**config.mk**
```make
export PLATFORM = sky130hd
export DESIGN_NAME = iogj_front
export DESIGN_NICKNAME = d
export VERILOG_FILES = /design/src/hdl/iogj_pkg.sv /design/src/hdl/iogj_front.sv
export SDC_FILE = /design/constraint.sdc
export NUM_CORES = 1
export LEC_CHECK = 0
export CORE_MARGIN = 2
export CORE_UTILIZATION = 56
export DETAILED_ROUTE_END_ITERATION = 10
export DONT_BUFFER_PORTS = 1
export PLACE_DENSITY = 0.85
export SYNTH_ARGS = -nofsm -noshare
export SYNTH_HDL_FRONTEND = slang
export SYNTH_SLANG_ARGS = --single-unit
```
**constraint.sdc**
```tcl
create_clock -name clock -period 4.8 [get_ports clock]
set_input_delay 0.48 -clock clock [delete_from_list [all_inputs] [get_ports clock]]
set_output_delay 0.48 -clock clock [all_outputs]
set_load 0.05 [all_outputs]
```
**src/hdl/iogj_pkg.sv**
```systemverilog
package iogj_pkg;

   localparam int GroupDepth = 64;
   localparam int IdxW = $clog2(GroupDepth);
   localparam int CntW = $clog2(GroupDepth + 1);
   localparam int QueueDepth = 2;

   localparam logic [0:0] RegSplitLow = 1'b0;
   localparam logic [0:0] RegSplitHigh = 1'b1;

   localparam logic [31:0] SplitLowReset = 32'd431819885;
   localparam logic [31:0] SplitHighReset = 32'd994578439;

   typedef struct packed {
      logic        source;
      logic [31:0] group_key;
      logic [31:0] query_id;
      logic [15:0] query_size;
      logic [15:0] span_start;
      logic [15:0] span_end;
   } req_type;

   typedef struct packed {
      logic [31:0] low_query;
      logic [31:0] high_query;
      logic [15:0] pair_norm;
      logic [1:0]  bucket;
      logic        last;
      logic        overflowed;
   } rsp_type;

   typedef struct packed {
      logic [31:0] query_id;
      logic [15:0] query_size;
      logic [15:0] span_start;
      logic [15:0] span_end;
   } entry_type;

   // classified record handed from front to back
   typedef struct packed {
      logic        source;
      logic        new_key;
      entry_type   rec;
   } job_type;

   typedef enum logic [1:0] {
      BK_IDLE,
      BK_SCAN,
      BK_STORE
   } bk_state_type;

endpackage

```
**src/hdl/iogj_front.sv**
```systemverilog
module iogj_front (
   input  logic                clock,
   input  logic                reset,
   input  logic                req_start,
   output logic                req_busy,
   input  iogj_pkg::req_type   req_data,
   output logic                job_valid,
   output iogj_pkg::job_type   job_data,
   input  logic                job_take
);
   import iogj_pkg::*;

   localparam int PtrW = $clog2(QueueDepth);

   logic [31:0]    key_ff, key_in;
   logic           key_valid_ff, key_valid_in;
   job_type        q_ff [QueueDepth];
   logic [PtrW-1:0] wr_ff, wr_in, rd_ff, rd_in;
   logic [PtrW:0]  cnt_ff, cnt_in;
   logic           push;
   job_type        job;

   assign req_busy = (cnt_ff == PtrW'(0) + (PtrW+1)'(QueueDepth));
   assign push = req_start && !req_busy;

   always_comb begin
      job.source = req_data.source;
      job.new_key = !key_valid_ff || (req_data.group_key != key_ff);
      job.rec.query_id = req_data.query_id;
      job.rec.query_size = req_data.query_size;
      job.rec.span_start = req_data.span_start;
      job.rec.span_end = req_data.span_end;
   end

   always_comb begin
      key_in = key_ff;
      key_valid_in = key_valid_ff;
      wr_in = wr_ff;
      rd_in = rd_ff;
      cnt_in = cnt_ff;
      if (push) begin
         key_in = req_data.group_key;
         key_valid_in = 1'b1;
         wr_in = (wr_ff == PtrW'(QueueDepth - 1)) ? '0 : wr_ff + 1'b1;
      end
      if (job_take) begin
         rd_in = (rd_ff == PtrW'(QueueDepth - 1)) ? '0 : rd_ff + 1'b1;
      end
      cnt_in = cnt_ff + (PtrW+1)'(push) - (PtrW+1)'(job_take);
   end

   always_ff @(posedge clock) begin
      if (reset) begin
         key_ff <= '0;
         key_valid_ff <= 1'b0;
         wr_ff <= '0;
         rd_ff <= '0;
         cnt_ff <= '0;
      end else begin
         key_ff <= key_in;
         key_valid_ff <= key_valid_in;
         wr_ff <= wr_in;
         rd_ff <= rd_in;
         cnt_ff <= cnt_in;
      end
   end

   always_ff @(posedge clock) begin
      if (push) begin
         q_ff[wr_ff] <= job;
      end
   end

   assign job_valid = (cnt_ff != '0);
   assign job_data = q_ff[rd_ff];

endmodule

```
; Word-level counts from Yosys, hierarchy flattened
; Memory sizes are Yosys's and may differ from the RTL's. A register that Yosys moved wholly into a read port is not among the register bits.
; Index checks and enable logic that the tools add are counted.
[totals]
reg_bits = 37
ram_bits = 164
input_bits = 117
n_memories = 1
[memory_table]
columns = memory, words, word_bits, read_ports, rd_clocked_by_memory_dff, wr, line_no
row1 = q_ff, 2, 82, 1, 1, 1, iogj_front.sv:17  ; job_type q_ff [QueueDepth];
[classes]
n_addsub = 4
eq_ne = 2
muxes = 6
reduce_logical = 5
[ops]
columns = cell, n
row1 = 32-bit inequality test, 1
row2 = 1-bit two-way mux, 6
row3 = "1-bit adder, second input constant", 2
row4 = 2-bit by 1-bit adder with 2-bit output, 1
row5 = "2-bit == test, second input constant", 1
row6 = 1-bit logical NOT, 2
row7 = 2-bit nonzero test, 1
row8 = 2-bit by 1-bit subtractor with 2-bit output, 1
row9 = 1-bit logical AND, 1
row10 = 1-bit logical OR, 1

; Longest topological paths before layout
; Gate-level depths: netlist (run 1).
[depth]
word_depth = 5
depth_mapped = 11
mapped_depth_nobuf = 9

; Least setup slack after synthesis (run 1)
; Ideal clock, no wire load.
[synth_path]
kind = input -> register
from = input port req_start
to = memory q_ff[0][0] in the netlist's numbering, enable pin
arrival_ps = 4365
required_time_ps = 4276
path_slack_ps = -89
stages = 5
n_path_buf = 2
path_cell_list = and2_4 > buf_6 > inv_12 > buf_12 > nor2_1
[synth_via]
elab_chain_len = 3
[synth_lines]
columns = element, line_no
row1 = start: declaration, iogj_front.sv:4  ; input logic req_start,
row2 = 1-bit logical AND, iogj_front.sv:24  ; assign push = req_start && !req_busy;
row3 = 1-bit two-way mux, iogj_front.sv:69  ; if (push) begin
row4 = 1-bit two-way mux (not written as such), iogj_front.sv:70  ; q_ff[wr_ff] <= job;
row5 = end: declaration, iogj_front.sv:17
; No other way between the ends.

==> results.cfg, run 1 <==
[layout]
stdcell_count = 662
layout-area-overhead-vs-synth_pct = 9.29
fin_nets = 587
drive_gt1_share_pct = 31.5
finalInstanceArea_sq_mm = 0.00849
insertedDiodeCount = 0

[clock_tree]
number_of_gates_resized_after_cts = 0
cts.sink_count = 202
ctsRootBufferMaster = clkbuf_16
tritoncts = yes
cts_hold_buf = 0
ctsLongestPathBuffers = 3
worst_setup_hold_path_clk_slew_ns = 0.06
post-cts-setup-buffer-count = 0
clock_insertion_delay_worst_skew_ns = 0.47
tritoncts.num_buffers = 20
cts_htree_levels = 1

[critical_path]
critical_path.reg2reg.startpoint = cnt_ff[0]$_SDFF_PP0_
crit_path_start_kind = register
crit_path_cell_trace = mux2_2
slowest_stage_delay_cp_ns = 1.05
r2r_setup_slack_ns = 2.40
crit_fanout = 82
setup.worst_path.end_class = output port
critical_path_required_ns = 4.32
largest_delay_share_family_worst_path = flip-flops
worst_ep_arrival_time_ns = 2.12
reg2regPathDepth = 5
worst_reg2reg_endpoint = q_ff[0][48]$_DFFE_PP_
cp.depth = 1
critPathSlowestCell = dfxtp_4
crit_buf_inv = 0
critical_path_class = register to output port

[die]
die_area_sq_mm = 0.0148
io_pins = 201
initial_utilization_pct = 56.6
placementRows = 43
placeable_core_region_sq_mm = 0.0137
floorplan.die.width_um = 122
height_of_the_chip_um = 122

[hold_path]
timing.hold.worst.class = input port to register
hold_path_startpoint = reset
worstHoldEndpoint = key_ff[16]$_SDFFE_PP0P_
cell_depth_of_the_worst_hold_path = 1

[timing]
final.setup_skew_ns = 0.00795
maxClockFrequency_ghz = 0.384
hold_viol_final = 0
total_negative_setup_slack_ns = 0
timing_worst_slew_pin_value_ns = 1.15
worst_max_slew_margin_expressed_relative_to_the_limit_pct = 23.2
final-max-slew-violation-count = 0
final_period_minus_worst_setup_slack_ns = 2.60
final-setup-viol-count = 0
finalCritPeriodShare_pct = 54.2
setup_repair_after_global_routing_missed_its_margin = no

[global_routing]
grt_util_met2_pct = 29.9
grt_pass1_wl_um = 19700
grt.met3_usage_pct = 7.63
grt-ovfl-total = 0
groute.layer.met1.usage_pct = 18.7
grt_antenna_before_repair = 0
first_global_vias = 3787
grt_busiest_layer = met2
grt_start_max_net_pins = 83
globalRouteTotalUtil_pct = 17.1

[placed_design]
dp_hpwl_um = 8900
placed_cells = 626
post_detailed_placement_cell_area_sq_mm = 0.00788
place.port_buffers = 0
place.gp.congestion = 0.739

[pwr]
vdd_ir_drop_max_uv = 446
power.static_leakage_uw = 0.00275
design_power_total_uw = 4770
p_per_area_mw_per_mm2 = 562
p_clk_share_pct = 30.1
share_comb_of_total_power_pct = 21.6
share_seq_of_total_power_pct = 48.2
power_report.internal_total_uw = 3270
net_switching_power_uw = 1500
netSwitchingFraction_pct = 31.4

[yosys]
share_of_synthesized_area_spent_on_multiplexers_pct = 11.9
synth-compound-area-share_pct = 3.36
largest_family_of_logic_cells_by_synthesized_area = multiplexers
synth_sequential_area_ratio_pct = 73.2
yosysWarnings = 0
synthCells = 465
synth_nets = 584
postSynthAreaPerCell_sq_um = 16.7
area_fraction_in_and_or_nand_and_nor_cells_after_synthesis_pct = 5.04
syn_area_sq_mm = 0.00777
yosys.area_share.xor_xnor_pct = 4.06
synth_cell_type_count = 28
synth.ff_latch_count = 202
post_synth_adder_cell_area_pct = 0.322

[drt]
detail_route.wl_per_cell_um = 20.5
drtPass1Iterations = 6
post-route-drc-count = 0
drt_iter0_markers = 200
vias_per_cell = 5.61
vias = 3716
wirelength_um = 13600
postRouteAntennaNets = 0

[status]
status = completed

[flow_run]
max_cap_violations = 0
==> worst register-to-register path, cell delays in order, from the launching register on <==
cell and delay (ns):
dfxtp_1 0.34, nand2b_1 0.16, and2_4 0.43, inv_12 0.15, nor2_4 0.10, buf_4 0.79
==> Yosys cell counts <==
cell      instances  share of area, %
nand3_1           2              0.13
nor4_1            2              0.16
dfxtp_1          38               9.8
buf_2            12              0.77
nand2_1          56               2.7
buf_6             1              0.14
inv_12            1              0.21
and2_4            1              0.11
nor3_1            1             0.064
nor2b_1           1             0.081
a21oi_2          27               3.0
buf_4             1             0.097
nand2_2           8              0.64
inv_1             2             0.097
nand2b_1          1             0.081
ha_1              2              0.32
nor2_1            7              0.34
and3_1            2              0.16
clkbuf_1          3              0.14
buf_12            2              0.52
buf_8             1              0.19
xnor2_1          31               3.5
a21oi_1           5              0.32
mux2_2           82                12
or2_2             1             0.081
xor2_1            5              0.56
nand4_1           6              0.48
edfxtp_1        164                63
==> state kept, by name, summed over array words and instances, names as in the netlist, named ones only <==
| register | cells |
|---|---|
| rd_ff | 1 |
| wr_ff | 1 |
| q_ff | 164 |
| key_valid_ff | 1 |
| key_ff | 32 |
| cnt_ff | 2 |
==> layout make-up <==
cell class,count,area [sq um]
multi-input combinational,240,1930
sequential,202,5690
inverter,3,23.8
timing repair buffer,1,7.51
clock inverter,11,77.6
tap,180,225
fill,963,5230
clock buffer,25,541
==> placed cells by master (no fill, tap or decap) <==
master and instances:
inv_1 2, clkinv_1 4, edfxtp_1 164, nand2_2 8
mux2_2 82, bufinv_16 1, nor2_1 6, and2_4 1
clkinv_2 4, clkinvlp_4 1, clkinvlp_2 1, nor3_1 1
nand2_1 56, clkbuf_16 21, inv_12 1, xor2_1 5
dfxtp_4 1, clkbuf_1 4, and3_1 1, xnor2_1 31
buf_4 1, nor2b_1 1, nand2b_1 1, dfxtp_1 37
nand4_1 6, nand3_1 2, and3_4 1, or2_2 1
ha_1 2, a21oi_2 27, nor2_4 1, a21oi_1 5
nor4_1 2
==> per-stage QoR <==
step                      hold slack, ns  worst slack, ns  utilization (%)
after global placement             0.442             2.43             57.4
after CTS                         0.0491             2.17             61.9
after detailed placement           0.453             2.37             57.4
after floorplan                    0.432             1.33                -
final                             0.0686             2.20             61.9
after global routing              0.0466             2.09             61.9
==> layer usage <==
layer  share of wire [%]  up-vias  wire (um)
met3                  13       28       1720
met4                 2.4        0        319
met2                  50      168       6730
met1                  35     1815       4780
li1                    -     1705          -
met5                   0        -          0
==> power groups by stage <==
stage	combinational [uW]	clock [uW]	sequential, uW
global placement	1030	0	2320
finish	1030	1440	2300
floorplan	992	0	2300
detailed placement	1040	0	2340
CTS	1040	1480	2310
global route	1080	1550	2330
==> cell families (layout without fill, tap and decap cells) <==
group | count (synthesis) | after routing
flops | 202 | 202
simple gates | 88 | 88
mux | 82 | 82
xor+xnor | 36 | 36
compound gates | 32 | 32
buf+inv | 23 | 40
fa+ha+maj | 2 | 2
==> worst max path at each step <==
stage / from / endpoint / slack (ns)
floorplan: req_start / q_ff[0][0]$_DFFE_PP_ / 1.33
CTS: register / job_data[60] / 2.17
global route: register / job_data[60] / 2.09
finish: register / job_data[60] / 2.20
detailed placement: cnt_ff[0]$_SDFF_PP0_ / q_ff[0][14]$_DFFE_PP_ / 2.37
global placement: cnt_ff[0]$_SDFF_PP0_ / q_ff[0][10]$_DFFE_PP_ / 2.43
Note: power is estimated with default switching activity, not from simulation.
==> run 2: changes to the inputs <==
--- a/config.mk
+++ b/config.mk
@@ -6,10 +6,10 @@
 export NUM_CORES = 1
 export LEC_CHECK = 0
 export CORE_MARGIN = 2
-export CORE_UTILIZATION = 56
+export CORE_UTILIZATION = 63
 export DETAILED_ROUTE_END_ITERATION = 10
 export DONT_BUFFER_PORTS = 1
-export PLACE_DENSITY = 0.85
+export PLACE_DENSITY = 0.9
 export SYNTH_ARGS = -nofsm -noshare
 export SYNTH_HDL_FRONTEND = slang
 export SYNTH_SLANG_ARGS = --single-unit
==> constraint.sdc (replaced) <==
create_clock -name clock -period 2.4 [get_ports clock]
set_input_delay 0.24 -clock clock [delete_from_list [all_inputs] [get_ports clock]]
set_output_delay 0.24 -clock clock [all_outputs]
set_load 0.05 [all_outputs]
==> run 2 against run 1 <==
Compared with the run above: core utilization is 19 points higher; sequential share of layout area shrank 8.8 points; hold slack better by 0.0093 ns; design area up 15%; critical endpoint is now job_data[52]; largest power group unchanged; critical path type unchanged; via count grew 17%; setup slack worse by 2.0 ns; sequential power grew 100%.
==> results.cfg, run 2 (synthesized netlist as in run 1, its figures left out) <==
[clock_tree]
cts_htree_levels = 1
ctsLongestPathBuffers = 3
worst_setup_hold_path_clk_slew_ns = 0.06
post-cts-setup-buffer-count = 0
tritoncts = yes
cts.sink_count = 202
ctsRootBufferMaster = clkbuf_16
tritoncts.num_buffers = 20
clock_insertion_delay_worst_skew_ns = 0.48
number_of_gates_resized_after_cts = 0

[drt]
vias_per_cell = 5.77
drtPass1Iterations = 4
wirelength_um = 17600
post-route-drc-count = 0
vias = 4332
detail_route.wl_per_cell_um = 23.4
postRouteAntennaNets = 0
drt_iter0_markers = 321

[global_routing]
grt_util_met2_pct = 49.3
grt.met3_usage_pct = 7.12
groute.layer.met1.usage_pct = 29.1
grt_antenna_before_repair = 3
grt-ovfl-total = 0
grt_pass1_wl_um = 26100
grt_busiest_layer = met2
globalRouteTotalUtil_pct = 26.3
first_global_vias = 4766
grt_start_max_net_pins = 83

[critical_path]
worst_ep_arrival_time_ns = 1.94
largest_delay_share_family_worst_path = flip-flops
crit_fanout = 32
crit_path_start_kind = register
slowest_stage_delay_cp_ns = 0.67
crit_path_cell_trace = buf_12 -> mux2_2
crit_buf_inv = 1
critical_path_required_ns = 2.16
setup.worst_path.end_class = output port
critPathSlowestCell = dfxtp_4
critical_path_class = register to output port

[die]
floorplan.die.width_um = 115
die_area_sq_mm = 0.0132
initial_utilization_pct = 64.7
placementRows = 40
placeable_core_region_sq_mm = 0.0120
height_of_the_chip_um = 115
io_pins = 201

[layout]
most_common_cell_after_layout_fill_and_taps_aside = edfxtp_1
finalInstanceArea_sq_mm = 0.00978
layout-area-overhead-vs-synth_pct = 25.8
final_core_util_pct = 81.4
multiInputGateArea_sq_mm = 0.00194
drive_gt1_share_pct = 26.6
regArea_sq_mm = 0.00569
largest_register_ff_count = 164
top_regs = q_ff: 164 flops, key_ff: 32 flops, cnt_ff: 2 flops
regMostFlops = q_ff
final.fill_count = 558
most_used_cells_in_the_layout_excluding_fill_and_tap_cells = edfxtp_1, dlygate4sd3_1, mux2_2
fin_nets = 707

[timing]
timing_worst_slew_pin_value_ns = 0.501
setup_repair_after_global_routing_missed_its_margin = no
final-max-slew-violation-count = 0
hold_viol_final = 0
final-setup-viol-count = 0
final.setup_skew_ns = 0.0141
finalCritPeriodShare_pct = 90.7
final_period_minus_worst_setup_slack_ns = 2.18
maxClockFrequency_ghz = 0.460
worst_max_slew_margin_expressed_relative_to_the_limit_pct = 66.6

[placed_design]
dp_hpwl_um = 9580
place.gp.congestion = 0.786
place.port_buffers = 0
post_detailed_placement_cell_area_sq_mm = 0.00793

[status]
status = completed

[pwr]
power.static_leakage_uw = 0.00331
vdd_ir_drop_max_uv = 872
p_per_area_mw_per_mm2 = 1040

[hold_path]
timing.hold.worst.class = input port to register

[flow_run]
max_cap_violations = 0
==> run 2: cell types whose count changed in the layout (fill, tap and decap cells not counted), sizes merged, moves of 2 or more <==
cell,change
dlygate4sd3,+114
bufinv,+3
clkbuf,-2
diode,+3
buf,+6
==> run 2: timing repair <==
| action | CTS | global route |
|---|---|---|
| hold endpoints to repair | 200 | 0 |
| hold buffers | 115 | 0 |
| setup endpoints to repair | 0 | 0 |
==> run 2: layout make-up <==
| type | count | share of cell area [%] |
|---|---|---|
| inverters | 3 | 0.243 |
| flip-flops and latches | 202 | 58.2 |
| diodes | 3 | 0.0768 |
| repair buffers | 121 | 12.8 |
| well taps | 147 | 1.88 |
| multi-input cells | 240 | 19.8 |
| clock inverters | 12 | 1.70 |
| clock buffers | 23 | 5.23 |
==> run 2: final timing paths <==
| check | startpoint | to | slack, ns | cells after the start |
|---|---|---|---|---|
| worst max-delay path | register | job_data[52] | 0.22 | 2 |
| worst min-delay path | reset | key_ff[19]$_SDFFE_PP0P_ | 0.08 | 2 |
| worst max register to register | cnt_ff[0]$_SDFF_PP0_ | key_ff[24]$_SDFFE_PP0P_ | 0.54 | 6 |
| worst min register to register | key_valid_ff$_SDFFE_PP0P_ | key_valid_ff$_SDFFE_PP0P_ | 0.48 | 2 |
==> run 2: where the power goes <==
part           leakage (uW)  switching, uW  internal [uW]
Sequential          0.00184            217           4390
Combinational       0.00114           1770            625
Clock              0.000328           1230           1960
==> run 2: metal layers <==
layer | wire length [um] | share of wire (%)
met5 | 0 | 0
met2 | 9530 | 54
met1 | 6160 | 35
met3 | 1400 | 8.0
met4 | 472 | 2.7
==> run 2: metrics by stage <==
stage	setup TNS [ns]	std cells	power (uW)	hold WS, ns	setup slack, ns
6_report	0	751	10200	0.0779	0.224
3_5_place_dp	0	598	6820	0.308	0.681
5_1_grt	0	751	10500	0.0841	0.136
4_1_cts	0	748	10200	0.0648	0.217
2_1_floorplan	-8.64	465	6580	0.339	-0.105
3_3_place_gp	0	598	6750	0.307	0.725
